<file path="src/hdl/segint_pkg.sv">
// Shared types and constants for the segment intersection pipeline.
// No dependencies; imported by every module of the block.
`default_nettype none
package segint_pkg;

  // Width of one output coordinate.
  localparam int OUT_W = 32;

  // Per-item control that travels with the data between modules.
  typedef struct packed {
    logic vld;
    logic hit;
  } segint_flag_t;

endpackage
`default_nettype wire

</file>
<file path="src/hdl/segint_numer.sv">
// Forms the scaled numerator magnitude and its sign for one coordinate.
// Depends on segint_pkg.
`default_nettype none
module segint_numer import segint_pkg::*; #(
  parameter int C = 16,
  parameter int F = 16
) (
  input  wire                      clk,
  input  wire                      rst,
  input  wire                      en,
  input  segint_flag_t             in_flag,
  input  wire logic [2*C+1:0]      den,
  input  wire logic [2*C+1:0]      tn,
  input  wire logic signed [C:0]   r,
  input  wire logic signed [C-1:0] base,
  output segint_flag_t             out_flag,
  output logic [2*C+1:0]           out_den,
  output logic [3*C+4+F:0]         mag,
  output logic                     neg
);

  localparam int DENW = 2 * C + 2;
  localparam int NW   = 3 * C + 5;
  localparam int MW   = NW + F;

  segint_flag_t f6, f7, f8;
  logic [DENW-1:0]      d6, d7, d8;
  logic signed [NW-1:0] p6, b6, n7;
  logic [MW-1:0]        m8;
  logic                 neg8;

  always_ff @(posedge clk) begin
    if (rst) begin
      f6.vld <= 1'b0;
      f7.vld <= 1'b0;
      f8.vld <= 1'b0;
    end else if (en) begin
      f6.vld <= in_flag.vld;
      f7.vld <= f6.vld;
      f8.vld <= f7.vld;
    end
  end

  always_ff @(posedge clk) begin
    if (en) begin
      // The crossing coordinate is (base*den + tn*r) / den.
      p6 <= NW'($signed({1'b0, tn})) * NW'(r);
      b6 <= NW'($signed({1'b0, den})) * NW'(base);
      d6 <= den;
      f6.hit <= in_flag.hit;

      n7 <= p6 + b6;
      d7 <= d6;
      f7.hit <= f6.hit;

      neg8 <= n7[NW-1];
      m8   <= MW'(n7[NW-1] ? -n7 : n7) << F;
      d8   <= d7;
      f8.hit <= f7.hit;
    end
  end

  assign out_flag = f8;
  assign out_den  = d8;
  assign mag      = m8;
  assign neg      = neg8;

endmodule
`default_nettype wire

</file>
<file path="config.mk">
export PLATFORM = sky130hd
export DESIGN_NAME = segint_numer
export DESIGN_NICKNAME = d
export VERILOG_FILES = /design/src/hdl/segint_pkg.sv /design/src/hdl/segint_numer.sv
export SDC_FILE = /design/constraint.sdc
export NUM_CORES = 2
export LEC_CHECK = 0
export ABC_CLOCK_PERIOD_IN_PS = 6600
export BUFFER_PORTS_ARGS = -buffer_cell sky130_fd_sc_hd__buf_2
export CORE_MARGIN = 2
export CORE_UTILIZATION = 43
export CTS_CLUSTER_SIZE = 8
export DETAILED_ROUTE_END_ITERATION = 6
export GPL_TIMING_DRIVEN = 0
export PLACE_DENSITY = 0.67
export RECOVER_POWER = 100
export SETUP_SLACK_MARGIN = 0.15
export SLEW_MARGIN = 20
export SYNTH_ARGS = -nofsm -noshare
export SYNTH_HDL_FRONTEND = slang
export SYNTH_SLANG_ARGS = --single-unit
</file>
<file path="constraint.sdc">
create_clock -name clk -period 6.6 [get_ports clk]
set_input_delay 0 -clock clk [delete_from_list [all_inputs] [get_ports clk]]
set_output_delay 0 -clock clk [all_outputs]
set_load 0.02 [all_outputs]
</file>
==> impl_metrics.csv <==
group,metric,value,unit
outcome,status,"finished with violations",
outcome,violations,"max-capacitance violations, max-slew violations",
synth,async_reset_ff_frac,0,
die,initial_utilization,0.434,
die,dieArea,120000,µm²
synth,avgSynthCellArea,9.66,µm²
worst_setup_path,crit_chain,"buf_2 > buf_4 > nand2_1 > fa_1 > fa_1 > fa_1 > inv_1 > fa_1 > fa_1 > inv_1 > fa_1 > inv_1 > ha_1 > nand2_1 > o21a_1 > or3_1 > a311oi_2 > o211ai_1 > nand2_2 > a31oi_2 > o311a_1 > nor3_1",
global_routing,grt_max_degree,102,
timing,drv_slew,156,
timing,fin_crit,6.33,ns
worst_setup_path,r2r_cells,12,
timing,skew,0.0214,ns
placed_design,io_buffers,191,
timing,rsz0062_at_grt,"true",
timing,clock.fmax,158,MHz
synth,syn_area,50400,µm²
worst_setup_path,cpMostUsedCell,"fa_1",
synth,syn_inst,5218,
synth,synth_seq_cells,318,
timing,hold_ws,0.0481,ns
global_routing,track_usage,0.235,
timing,setup_violations,0,
synth,yosysUniqueCellTypes,70,
worst_setup_path,rrSetupSlack,2.07,ns
synth,post-synth-top-count-cell,"inv_1",
worst_setup_path,required,7.01,ns
worst_setup_path,cp_slowest_stage_delay,0.52,ns
clocking,tritoncts,"built",
timing,worstMarginPinSlew,3.89,ns
synth,yosys_warnings,0,
worst_setup_path,crit_type,"in2reg",
drt,wl_per_cell,19.7,µm
die,die_x,346,µm
synth,synth_top_area_frac,0.368,
clocking,htree_levels,2,
worst_setup_path,end_kind,"register",
clocking,clkLatencyLatePin,0.60,ns
worst_setup_path,crit-reg2reg-launch,"p6[0]",
timing,hold_violations,0,
worst_hold_path,min_path_cells,3,
die,rows,125,
worst_setup_path,worst-path-max-fanout,10,
global_routing,grt_overflow_total,0,
finish,final_area,55200,µm²
drt,drcViolationCount,0,
die,core_area,116000,µm²
die,die_h,346,µm
clocking,numCtsBuffers,46,
placed_design,place_hpwl,115000,µm
timing,fin_crit_sh,0.959,
global_routing,grt_antenna_before_repair,9,
worst_setup_path,startpoint_type,"input port",
worst_setup_path,cp.arrival,6.74,ns
worst_setup_path,crit_path_top_delay_cell,"fa_1",
worst_setup_path,r2r-end,"n7[46]",
drt,viasPerCell,5.26,
timing,max_slew_margin,-1.59,
die,ios,212,
drt,ant_nets,0,
global_routing,grt_first_pass_wirelength,216000,µm
clocking,clock_sinks,318,
clocking,clkSlewWorstSetupHoldPaths,0.05,ns
drt,dr.pass1.iters,6,
worst_hold_path,min-delay-start,"tn[1]",
finish,syn2layout_area_growth,9.38,%
finish,drive_gt1_frac,0.0532,
drt,via_count,37100,
synth,synth_enable_flop_cells,315,
synth,ys_seq_area_frac,0.189,
synth,synth_common_cells,"inv_1, fa_1, nand2_1",
flow_run,max-cap-violations,2,
worst_hold_path,hold_class,"in2reg",
worst_hold_path,holdPathEnd,"p6[1]",
timing,setup_tns,0,ns
finish,layout.nets,6920,
synth,synth_area_leader_cell,"fa_1",
clocking,cts_buffer_depth,3,
drt,finalWirelength,139000,µm
clocking,cts_root_buf,"clkbuf_16",
placed_design,gp_congestion,0.959,
global_routing,grt_pass1_vias,38400,
placed_design,place_area,53400,µm²
synth,synth.area.top_cells,"fa_1, edfxtp_1, ha_1",
drt,drt_iter0_markers,2879,
synth,synth_ff_type,"edfxtp_1",
what timing repair did:
item / 4_1_cts / 5_1_grt
gates cloned: 0 / 0
hold buffers: 41 / 0
pin swaps: 0 / 4
setup buffers: 0 / 3
gates resized for setup: 61 / 159
endpoints found under the setup margin: 27 / 24
endpoints found under the hold margin: 101 / 0
cell families (layout without fill, tap and decap cells):
| family | after synthesis | in the layout | share of synthesized area |
|---|---|---|---|
| compound gates | 516 | 516 | 0.0650 |
| xor+xnor | 192 | 192 | 0.0334 |
| fa+ha+maj | 1299 | 1299 | 0.460 |
| buf+inv | 1355 | 1649 | 0.102 |
| flops | 318 | 318 | 0.189 |
| mux | 3 | 3 | 0.000596 |
| other cells | 1 | 18 | 0.0000744 |
| simple gates | 1534 | 1534 | 0.150 |
sequential cells by signal, summed over array words and instances (netlist names):
signal / cells
f7: 2
d7: 34
out_flag: 2
neg: 1
f6: 2
mag: 53
n7: 53
p6: 52
b6: 51
d6: 34
out_den: 34
per-layer routing:
layer	vias to the layer above	global-route usage	wire length [µm]
li1	16600	-	-
met1	18700	0.317	57300
met2	1438	0.377	64100
met3	362	0.0359	10300
met4	4	0.101	6870
met5	-	0	27
metrics by stage:
stage	cells	setup slack, ns	utilization
2_1_floorplan	5233	0.581	-
3_3_place_gp	6948	-1.24	0.459
3_5_place_dp	6951	-1.27	0.460
4_1_cts	7049	0.150	0.475
5_1_grt	7051	0.0458	0.475
6_report	7053	0.269	0.475
layout by cell type, fill, tap and decap left out, drive strengths merged, types with 5 or more instances in the layout:
| master | count |
|---|---|
| a2111oi | 5 |
| a211oi | 10 |
| a21o | 77 |
| a21oi | 169 |
| a31oi | 18 |
| and2 | 496 |
| and3 | 18 |
| and4 | 7 |
| buf | 127 |
| clkbuf | 363 |
| conb | 16 |
| dlygate4sd3 | 41 |
| edfxtp | 315 |
| fa | 926 |
| ha | 373 |
| inv | 1113 |
| nand2 | 686 |
| nand2b | 33 |
| nand3 | 30 |
| nand4 | 30 |
| nor2 | 128 |
| nor2b | 21 |
| nor3 | 36 |
| o211ai | 16 |
| o21a | 15 |
| o21ai | 101 |
| o21bai | 32 |
| o31ai | 22 |
| o41ai | 10 |
| or2 | 9 |
| or3 | 17 |
| or4 | 8 |
| xnor2 | 140 |
| xor2 | 52 |
worst max path at each step:
| stage | startpoint | end | slack [ns] |
|---|---|---|---|
| after floorplan | r[10] | p6[47] | 0.58 |
| after global placement | r[16] | p6[51] | -1.24 |
| after detailed placement | r[16] | p6[51] | -1.27 |
| after CTS | base[6] | b6[51] | 0.15 |
| after global routing | den[2] | b6[51] | 0.05 |
| final | r[4] | p6[49] | 0.27 |
critical path: cells and delay by family:
family          cells  cell delay [ns]
fa+ha+maj           7             3.39
buf+inv             5             0.78
compound gates      5             1.44
simple gates        5             1.10
final cells by class:
type | count | area [µm²]
diodes | 2 | 5.00
plain buffers | 238 | 1120
clock buffers | 56 | 1210
clock inverters | 4 | 62.6
fillers | 11000 | 61100
inverters | 1113 | 4190
multi-input cells | 3560 | 35800
flip-flops and latches | 318 | 9520
well taps | 1524 | 1910
repair buffers | 238 | 1310
Power is not shown: default switching activity piles up to over one toggle a cycle in this logic, so the estimate is an artifact.
